==> src/dtds_pkg.sv <==
package dtds_pkg;

    // Fixed field widths of the request and descriptor streams
    localparam int unsigned ADDR_W  = 64;
    localparam int unsigned BYTES_W = 26;
    localparam int unsigned SLOT_W  = 7;
    localparam int unsigned INDEX_W = 8;
    localparam int unsigned PAY_W   = 20;
    localparam int unsigned COUNT_W = 7;   // descriptor count, 1 to 64

    // Request queue between the classifier and the sequencer
    localparam int unsigned QDEPTH = 2;
    localparam int unsigned QPTR_W = 1;
    localparam int unsigned QCNT_W = 2;

    // Classified request: start addresses, descriptor count, last payload
    typedef struct packed {
        logic [ADDR_W-1:0]  dst;
        logic [ADDR_W-1:0]  src;
        logic [COUNT_W-1:0] count;
        logic [PAY_W-1:0]   last_bytes;
    } cmd_t;

    // One descriptor as it leaves the sequencer
    typedef struct packed {
        logic               last;
        logic [PAY_W-1:0]   bytes;
        logic [ADDR_W-1:0]  dst;
        logic [ADDR_W-1:0]  src;
        logic [INDEX_W-1:0] index;
        logic [SLOT_W-1:0]  slot;
    } desc_t;

    // Sequencer states
    typedef enum logic [1:0] {
        S_IDLE = 2'b01,
        S_RUN  = 2'b10
    } back_state_t;

endpackage

==> src/dtds_front.sv <==
module dtds_front #(
    parameter int unsigned CHUNK_SHIFT = 19,
    parameter int unsigned MAX_DESCS   = 64
) (
    input  logic [dtds_pkg::ADDR_W-1:0]  dest_address,
    input  logic [dtds_pkg::ADDR_W-1:0]  source_address,
    input  logic [dtds_pkg::BYTES_W-1:0] byte_count,
    output dtds_pkg::cmd_t               cmd
);

    localparam int unsigned SUM_W = dtds_pkg::BYTES_W + 1;
    localparam logic [SUM_W-1:0] CHUNK = SUM_W'(1) << CHUNK_SHIFT;
    localparam logic [SUM_W-1:0] CHUNK_MASK = CHUNK - SUM_W'(1);

    logic [SUM_W-1:0] round_up;
    logic [SUM_W-1:0] count_raw;
    logic [SUM_W-1:0] rem;
    logic             rem_zero;

    // Chunk count rounded up, and the remainder of the last chunk
    always_comb
    begin
        round_up  = {1'b0, byte_count} + CHUNK_MASK;
        count_raw = round_up >> CHUNK_SHIFT;
        rem       = {1'b0, byte_count} & CHUNK_MASK;
        rem_zero  = (rem == '0);
    end

    // Classify: empty request is one full chunk, oversized is clipped
    always_comb
    begin
        cmd.dst = dest_address;
        cmd.src = source_address;
        priority if (count_raw > SUM_W'(MAX_DESCS))
        begin
            cmd.count      = dtds_pkg::COUNT_W'(MAX_DESCS);
            cmd.last_bytes = CHUNK[dtds_pkg::PAY_W-1:0];
        end
        else if (count_raw == '0)
        begin
            cmd.count      = dtds_pkg::COUNT_W'(1);
            cmd.last_bytes = CHUNK[dtds_pkg::PAY_W-1:0];
        end
        else
        begin
            cmd.count      = count_raw[dtds_pkg::COUNT_W-1:0];
            cmd.last_bytes = rem_zero ? CHUNK[dtds_pkg::PAY_W-1:0]
                                      : rem[dtds_pkg::PAY_W-1:0];
        end
    end

endmodule

==> src/dtds_fifo.sv <==
module dtds_fifo (
    input  logic           clk,
    input  logic           rst_n,
    input  logic           in_valid,
    output logic           in_ready,
    input  dtds_pkg::cmd_t in_cmd,
    output logic           out_valid,
    input  logic           out_ready,
    output dtds_pkg::cmd_t out_cmd
);

    dtds_pkg::cmd_t                    entry_reg [dtds_pkg::QDEPTH];
    logic [dtds_pkg::QPTR_W-1:0]       wr_ptr_reg, wr_ptr_next;
    logic [dtds_pkg::QPTR_W-1:0]       rd_ptr_reg, rd_ptr_next;
    logic [dtds_pkg::QCNT_W-1:0]       cnt_reg, cnt_next;
    logic                              push, pop;

    assign in_ready  = (cnt_reg != dtds_pkg::QCNT_W'(dtds_pkg::QDEPTH));
    assign out_valid = (cnt_reg != '0);
    assign out_cmd   = entry_reg[rd_ptr_reg];
    assign push      = in_valid && in_ready;
    assign pop       = out_valid && out_ready;

    // Pointer and fill bookkeeping
    always_comb
    begin
        wr_ptr_next = push ? wr_ptr_reg + dtds_pkg::QPTR_W'(1) : wr_ptr_reg;
        rd_ptr_next = pop  ? rd_ptr_reg + dtds_pkg::QPTR_W'(1) : rd_ptr_reg;
        unique case ({push, pop})
            2'b10:   cnt_next = cnt_reg + dtds_pkg::QCNT_W'(1);
            2'b01:   cnt_next = cnt_reg - dtds_pkg::QCNT_W'(1);
            default: cnt_next = cnt_reg;
        endcase
    end

    always_ff @(posedge clk or negedge rst_n)
    begin
        if (!rst_n)
        begin
            wr_ptr_reg <= '0;
            rd_ptr_reg <= '0;
            cnt_reg    <= '0;
        end
        else
        begin
            wr_ptr_reg <= wr_ptr_next;
            rd_ptr_reg <= rd_ptr_next;
            cnt_reg    <= cnt_next;
        end
    end

    // Entry storage
    always_ff @(posedge clk)
    begin
        if (push)
        begin
            entry_reg[wr_ptr_reg] <= in_cmd;
        end
    end

endmodule

==> src/dtds_back.sv <==
module dtds_back #(
    parameter int unsigned CHUNK_SHIFT = 19,
    parameter int unsigned RING_SLOTS  = 128
) (
    input  logic            clk,
    input  logic            rst_n,
    input  logic            cmd_valid,
    output logic            cmd_ready,
    input  dtds_pkg::cmd_t  cmd,
    output logic            out_valid,
    input  logic            out_ready,
    output dtds_pkg::desc_t out_desc
);

    localparam int unsigned TAIL_W = $clog2(RING_SLOTS + 1);
    localparam logic [dtds_pkg::ADDR_W-1:0] CHUNK =
        dtds_pkg::ADDR_W'(1) << CHUNK_SHIFT;

    dtds_pkg::back_state_t           state_reg, state_next;
    logic [TAIL_W-1:0]               tail_reg, tail_next;
    logic [dtds_pkg::COUNT_W-1:0]    left_reg, left_next;
    logic [dtds_pkg::ADDR_W-1:0]     src_reg, src_next;
    logic [dtds_pkg::ADDR_W-1:0]     dst_reg, dst_next;
    logic [dtds_pkg::PAY_W-1:0]      last_bytes_reg, last_bytes_next;
    logic                            out_valid_reg, out_valid_next;
    dtds_pkg::desc_t                 desc_reg, desc_next;
    logic                            load, emit, final_one;
    logic [31:0]                     tail_ext, tail_m1;

    assign cmd_ready = (state_reg == dtds_pkg::S_IDLE);
    assign load      = cmd_valid && cmd_ready;
    assign emit      = (state_reg == dtds_pkg::S_RUN) && (!out_valid_reg || out_ready);
    assign final_one = (left_reg == dtds_pkg::COUNT_W'(1));
    assign tail_ext  = 32'(tail_reg);
    assign tail_m1   = tail_ext - 32'd1;
    assign out_valid = out_valid_reg;
    assign out_desc  = desc_reg;

    // Sequencer: load a request, then one descriptor per free output slot
    always_comb
    begin
        state_next      = state_reg;
        left_next       = left_reg;
        src_next        = src_reg;
        dst_next        = dst_reg;
        last_bytes_next = last_bytes_reg;
        tail_next       = tail_reg;
        desc_next       = desc_reg;
        out_valid_next  = out_valid_reg && !out_ready;
        unique case (state_reg)
            dtds_pkg::S_IDLE:
            begin
                if (load)
                begin
                    state_next      = dtds_pkg::S_RUN;
                    left_next       = cmd.count;
                    src_next        = cmd.src;
                    dst_next        = cmd.dst;
                    last_bytes_next = cmd.last_bytes;
                end
            end
            dtds_pkg::S_RUN:
            begin
                if (emit)
                begin
                    desc_next.slot  = tail_m1[dtds_pkg::SLOT_W-1:0];
                    desc_next.index = tail_ext[dtds_pkg::INDEX_W-1:0];
                    desc_next.src   = src_reg;
                    desc_next.dst   = dst_reg;
                    desc_next.bytes = final_one ? last_bytes_reg
                                                : CHUNK[dtds_pkg::PAY_W-1:0];
                    desc_next.last  = final_one;
                    out_valid_next  = 1'b1;
                    src_next        = src_reg + CHUNK;
                    dst_next        = dst_reg + CHUNK;
                    left_next       = left_reg - dtds_pkg::COUNT_W'(1);
                    // tail runs 1..RING_SLOTS and wraps back to 1
                    if (tail_reg >= TAIL_W'(RING_SLOTS) || tail_reg == '0)
                    begin
                        tail_next = TAIL_W'(1);
                    end
                    else
                    begin
                        tail_next = tail_reg + TAIL_W'(1);
                    end
                    if (final_one)
                    begin
                        state_next = dtds_pkg::S_IDLE;
                    end
                end
            end
            default:
            begin
                state_next = dtds_pkg::S_IDLE;
            end
        endcase
    end

    always_ff @(posedge clk or negedge rst_n)
    begin
        if (!rst_n)
        begin
            state_reg     <= dtds_pkg::S_IDLE;
            tail_reg      <= TAIL_W'(1);
            out_valid_reg <= 1'b0;
        end
        else
        begin
            state_reg     <= state_next;
            tail_reg      <= tail_next;
            out_valid_reg <= out_valid_next;
        end
    end

    // Working copy of the request and the output register
    always_ff @(posedge clk)
    begin
        left_reg       <= left_next;
        src_reg        <= src_next;
        dst_reg        <= dst_next;
        last_bytes_reg <= last_bytes_next;
        desc_reg       <= desc_next;
    end

endmodule

==> src/dma_transfer_descriptor_splitter.sv <==
// Copy-request splitter. Each request on the slave stream (destination,
// source, byte count) is cut into descriptors of at most 2^CHUNK_SHIFT bytes
// on the master stream; both addresses advance by one chunk per descriptor,
// the last descriptor carries the remainder (a full chunk when it is zero,
// so an empty request gives one full descriptor) and raises tlast. Requests
// needing more than MAX_DESCS chunks are clipped to MAX_DESCS full chunks.
// Each descriptor gets the ring tail index (1..RING_SLOTS, wrapping to 1) and
// the slot index-1. A classifier feeds a two-entry request queue; the
// sequencer behind it loads a request and then emits one descriptor per
// cycle while the master stream accepts them. It takes no new request
// until the last one is out; up to two further requests wait in the queue.
module dma_transfer_descriptor_splitter #(
    parameter int unsigned CHUNK_SHIFT = 19,
    parameter int unsigned RING_SLOTS  = 128,
    parameter int unsigned MAX_DESCS   = 64
) (
    input  logic         clk,
    input  logic         rst_n,
    input  logic         s_axis_tvalid,
    output logic         s_axis_tready,
    // [63:0] dest_address, [127:64] source_address, [153:128] byte_count
    input  logic [159:0] s_axis_tdata,
    output logic         m_axis_tvalid,
    input  logic         m_axis_tready,
    // [6:0] ring_slot, [14:7] desc_index, [78:15] chunk_source,
    // [142:79] chunk_dest, [162:143] payload_bytes
    output logic [167:0] m_axis_tdata,
    output logic         m_axis_tlast
);

    localparam logic [dtds_pkg::ADDR_W-1:0] CHUNK =
        dtds_pkg::ADDR_W'(1) << CHUNK_SHIFT;

    dtds_pkg::cmd_t  front_cmd;
    dtds_pkg::cmd_t  queue_cmd;
    dtds_pkg::desc_t out_desc;
    logic            queue_valid;
    logic            queue_ready;

    // Request classification
    dtds_front #(
        .CHUNK_SHIFT (CHUNK_SHIFT),
        .MAX_DESCS   (MAX_DESCS)
    ) u_front (
        .dest_address   (s_axis_tdata[63:0]),
        .source_address (s_axis_tdata[127:64]),
        .byte_count     (s_axis_tdata[153:128]),
        .cmd            (front_cmd)
    );

    // Request queue
    dtds_fifo u_fifo (
        .clk       (clk),
        .rst_n     (rst_n),
        .in_valid  (s_axis_tvalid),
        .in_ready  (s_axis_tready),
        .in_cmd    (front_cmd),
        .out_valid (queue_valid),
        .out_ready (queue_ready),
        .out_cmd   (queue_cmd)
    );

    // Descriptor sequencer
    dtds_back #(
        .CHUNK_SHIFT (CHUNK_SHIFT),
        .RING_SLOTS  (RING_SLOTS)
    ) u_back (
        .clk       (clk),
        .rst_n     (rst_n),
        .cmd_valid (queue_valid),
        .cmd_ready (queue_ready),
        .cmd       (queue_cmd),
        .out_valid (m_axis_tvalid),
        .out_ready (m_axis_tready),
        .out_desc  (out_desc)
    );

    assign m_axis_tdata = {5'b0, out_desc.bytes, out_desc.dst, out_desc.src,
                           out_desc.index, out_desc.slot};
    assign m_axis_tlast = out_desc.last;

    // Slot is always one below the index
    a_slot_index: assert property (@(posedge clk) disable iff (!rst_n)
        m_axis_tvalid |-> (out_desc.index[dtds_pkg::SLOT_W-1:0] ==
                           out_desc.slot + dtds_pkg::SLOT_W'(1)))
        else $error("ring slot does not match descriptor index");

    // Only the last descriptor may carry a short payload
    a_full_chunk: assert property (@(posedge clk) disable iff (!rst_n)
        (m_axis_tvalid && !out_desc.last) |->
            (out_desc.bytes == CHUNK[dtds_pkg::PAY_W-1:0]))
        else $error("non-final descriptor without a full chunk");

    // A taken non-final descriptor is followed at once by the next chunk
    a_next_chunk: assert property (@(posedge clk) disable iff (!rst_n)
        (m_axis_tvalid && m_axis_tready && !out_desc.last) |=>
            (m_axis_tvalid && out_desc.src == $past(out_desc.src) + CHUNK &&
             out_desc.dst == $past(out_desc.dst) + CHUNK))
        else $error("descriptor addresses did not advance by one chunk");

endmodule
==> config.mk <==
export PLATFORM = sky130hd
export DESIGN_NAME = dma_transfer_descriptor_splitter
export DESIGN_NICKNAME = d
export VERILOG_FILES = /design/src/dtds_pkg.sv /design/src/dtds_front.sv /design/src/dtds_fifo.sv /design/src/dtds_back.sv /design/src/dma_transfer_descriptor_splitter.sv
export SDC_FILE = /design/constraint.sdc
export NUM_CORES = 1
export LEC_CHECK = 0
export BUFFER_PORTS_ARGS = -buffer_cell sky130_fd_sc_hd__buf_2
export CAP_MARGIN = 20
export CORE_ASPECT_RATIO = 0.8
export CORE_UTILIZATION = 58
export DETAILED_ROUTE_END_ITERATION = 12
export PLACE_DENSITY_LB_ADDON = 0.08
export RECOVER_POWER = 100
export SLEW_MARGIN = 30
export SYNTH_ARGS = -nofsm -noshare
export SYNTH_HDL_FRONTEND = slang
export SYNTH_SLANG_ARGS = --single-unit
==> constraint.sdc <==
create_clock -name clk -period 11.39 [get_ports clk]
set_input_delay 1.7085 -clock clk [delete_from_list [all_inputs] [get_ports clk]]
set_output_delay 1.7085 -clock clk [all_outputs]
set_load 0.01 [all_outputs]
==> metrics.yaml <==
status:
  status: "complete, but fails checks"
  failed_checks: "capacitance limit, slew limit"
synth:
  synth_cells: 1644
  ys_seq_area_share_pct: 75.0
  syn-cell-area_mm2: 0.0257
  synth-seq-cells: 644
  yosysUniqueCellTypes: 56
  synth-edff-count: 629
  async_reset_ff_share_pct: 2.33
  ys_warn_count: 0
  ys.flop_type: "edfxtp_1"
  synth_area_per_cell_um2: 15.6
job:
  cap_violations: 13
sta:
  report.final.hold_viol_count: 0
  worst_slack_ns: 4.57
  final.setup.tns_ns: 0
  finalWorstPathRequiredPeriod_ns: 6.82
  skew_ns: 0.0144
  fin_crit_sh_pct: 59.9
  grt_setup_unrepaired: "false"
  max_freq_mhz: 147
  maxSlewHeadroom_pct: -173
  drv_slew: 622
  setup_violations: 0
  timing.hold.ws_ns: 0.418
  tightest_slew_ns: 4.09
worst_setup_path:
  cp_common_cell: "clkbuf_1"
  cp-end-kind: "flop"
  ff2ff_setup_slack_ns: 4.57
  crit_chain: "inv_1 > ha_1 > a221oi_4 > clkbuf_1 > clkbuf_1"
  reg2reg_from: "u_back.state_reg[0]$_DFFE_PN1P_"
  critPathSlowestCell: "clkbuf_1"
  r2r_end: "u_back.dst_reg[47]$_DFFE_PP_"
  crit_fanout: 50
  start_kind: "flop"
  critPathKind: "flop to flop"
  r2r_cells: 5
  arrival_ns: 6.97
  cp_data_required_time_ns: 11.54
  cpPeakStageDelay_ns: 2.20
cts:
  clockBufferDepth: 3
  ctsHoldBuffers: 0
  tritoncts: "yes"
  root_buffer: "clkbuf_16"
  cts_setup_buffers: 0
  cts.sinks: 644
  numCtsBuffers: 59
  clk_pin_slew_ns: 0.06
  clock_latency_ns: 0.60
  cts.repair.resized: 0
  htree_levels: 2
cells_and_area:
  largest_register_ffs: 310
  drive_gt1_share_pct: 11.7
  n_fill_cell: 3131
  stdcell_area_mm2: 0.0293
  synthToLayoutAreaGrowth_pct: 14.0
  final_cell_mix: "edfxtp_1 (629), clkbuf_1 (237), buf_2 (107)"
  layoutNonFillerInstCount: 2564
  nets: 2129
  final_common_cell: "edfxtp_1"
detailed_routing:
  vias_per_cell: 5.88
  wirelength_um: 53300
  vias: 15100
  dr.pass1.iters: 5
  wl_per_cell_um: 20.8
  ant_nets: 0
  drcViolationCount: 0
  drtIter0Drc: 1161
global_routing:
  grt_pass1_vias: 14300
  antenna_found_initial: 8
  grt.total_usage_pct: 23.5
  grt_pass1_wl_um: 81300
  grt-ovfl-total: 0
  grt_max_degree: 143
min_path:
  min_from: "u_back.dst_reg[3]$_DFFE_PP_"
  min_path_type: "flop to flop"
  whs_path_depth: 0
  whs_endpoint: "u_back.out_desc[82]$_DFFE_PP_"
floorplanning:
  die_area_mm2: 0.0452
  die_width_um: 237
  rows: 68
  ios: 335
  die_h_um: 190
  core_area_mm2: 0.0434
  initial_core_util_pct: 59.2
place:
  place_area_mm2: 0.0278
  dp.cells: 2454
  dpl.hpwl_um: 33700
  dp_slack_ns: 7.17
  gp_congestion: 0.851
  numPortBuffers: 323
power:
  ir_drop_mv: 0.168
  power_leakage_nw: 9.64
  powerDensity_mw_per_mm2: 276
-- worst max-delay path, delay by kind of cell (launching register included) --
family / cells / cell delay (ns)
AOI/OAI and AO/OA: 1 / 0.49
adders and majority gates: 1 / 0.80
buffers and inverters: 3 / 4.45
DFF: 1 / 0.55
-- worst max path at each step --
stage,startpoint,cells after the start,slack (ns),end
2_1_floorplan,m_axis_tready,2,1.61,u_back.dst_reg[19]$_DFFE_PP_
3_3_place_gp,m_axis_tready,5,7.07,u_back.out_desc[56]$_DFFE_PP_
3_5_place_dp,m_axis_tready,5,7.17,u_back.out_desc[52]$_DFFE_PP_
4_1_cts,m_axis_tready,5,7.81,u_back.out_desc[37]$_DFFE_PP_
5_1_grt,u_fifo.rd_ptr_reg$_DFFE_PN0P_,5,4.04,u_back.src_reg[34]$_DFFE_PP_
6_report,u_back.state_reg[0]$_DFFE_PN1P_,5,4.57,u_back.dst_reg[47]$_DFFE_PP_
-- synthesized netlist by cell type, types with 20 or more instances --
| cell type | number | area share, % |
|---|---|---|
| inv_1 | 20 | 0.29 |
| edfxtp_1 | 629 | 74 |
| a31oi_1 | 51 | 1.2 |
| a21oi_1 | 43 | 0.84 |
| o31ai_1 | 38 | 1.1 |
| mux2_2 | 31 | 1.4 |
| xnor2_1 | 24 | 0.82 |
| o21ai_0 | 32 | 0.62 |
| clkbuf_1 | 71 | 1.0 |
| nand2_1 | 53 | 0.77 |
| nor3_1 | 28 | 0.55 |
| mux2i_1 | 60 | 2.3 |
| nand3_1 | 40 | 0.78 |
| or4_1 | 47 | 1.4 |
| nor4_1 | 28 | 0.68 |
| nor2_1 | 61 | 0.89 |
| a211oi_1 | 75 | 2.2 |
| nor2b_1 | 97 | 2.4 |
| nand4_1 | 27 | 0.66 |
| and2_1 | 25 | 0.61 |
-- power breakdown --
part / internal, mW / total, mW / switching [mW]
sequential: 3.81 / 4.25 / 0.436
clock: 1.02 / 1.84 / 0.822
combinational: 0.648 / 2.00 / 1.35
total: 5.48 / 8.09 / 2.61
-- layout make-up --
class | instances | area [um^2] | share of cell area [%]
antenna | 5 | 12.5 | 0.0427
clock buffer | 71 | 1560 | 5.34
clock inverter | 34 | 218 | 0.743
inverter | 20 | 82.6 | 0.282
multi-input combinational | 890 | 5990 | 20.4
sequential | 644 | 19300 | 65.8
tap | 560 | 701 | 2.39
timing repair buffer | 340 | 1450 | 4.96
-- metrics by stage --
step / power [mW] / util (%)
final: 8.09 / 67.5
after global routing: 8.52 / 67.5
after CTS: 8.15 / 68.3
after detailed placement: 6.31 / 64.2
after global placement: 6.21 / 64.2
after floorplan: 5.67 / -
-- kinds of logic (layout without fill, tap and decap cells) --
kind of cell / count (synthesis) / count (layout) / synth area share [%]
AO/OA/AOI/OAI: 272 / 272 / 7.04
flip-flops: 644 / 644 / 75.0
adder cells (fa/ha/maj): 10 / 10 / 0.487
buffers and inverters: 114 / 465 / 1.84
XOR/XNOR: 35 / 35 / 1.19
other: 1 / 10 / 0.0146
AND/OR/NAND/NOR: 477 / 477 / 10.8
multiplexers: 91 / 91 / 3.70
-- per-layer routing --
layer	up-vias	global-route usage [%]	wire [um]
li1	7129	-	-
met1	7367	32.1	22500
met2	490	38.5	25900
met3	80	5.15	3790
met4	10	6.75	1040
met5	-	0	64
No activity file was read; power rests on OpenSTA's default activity.
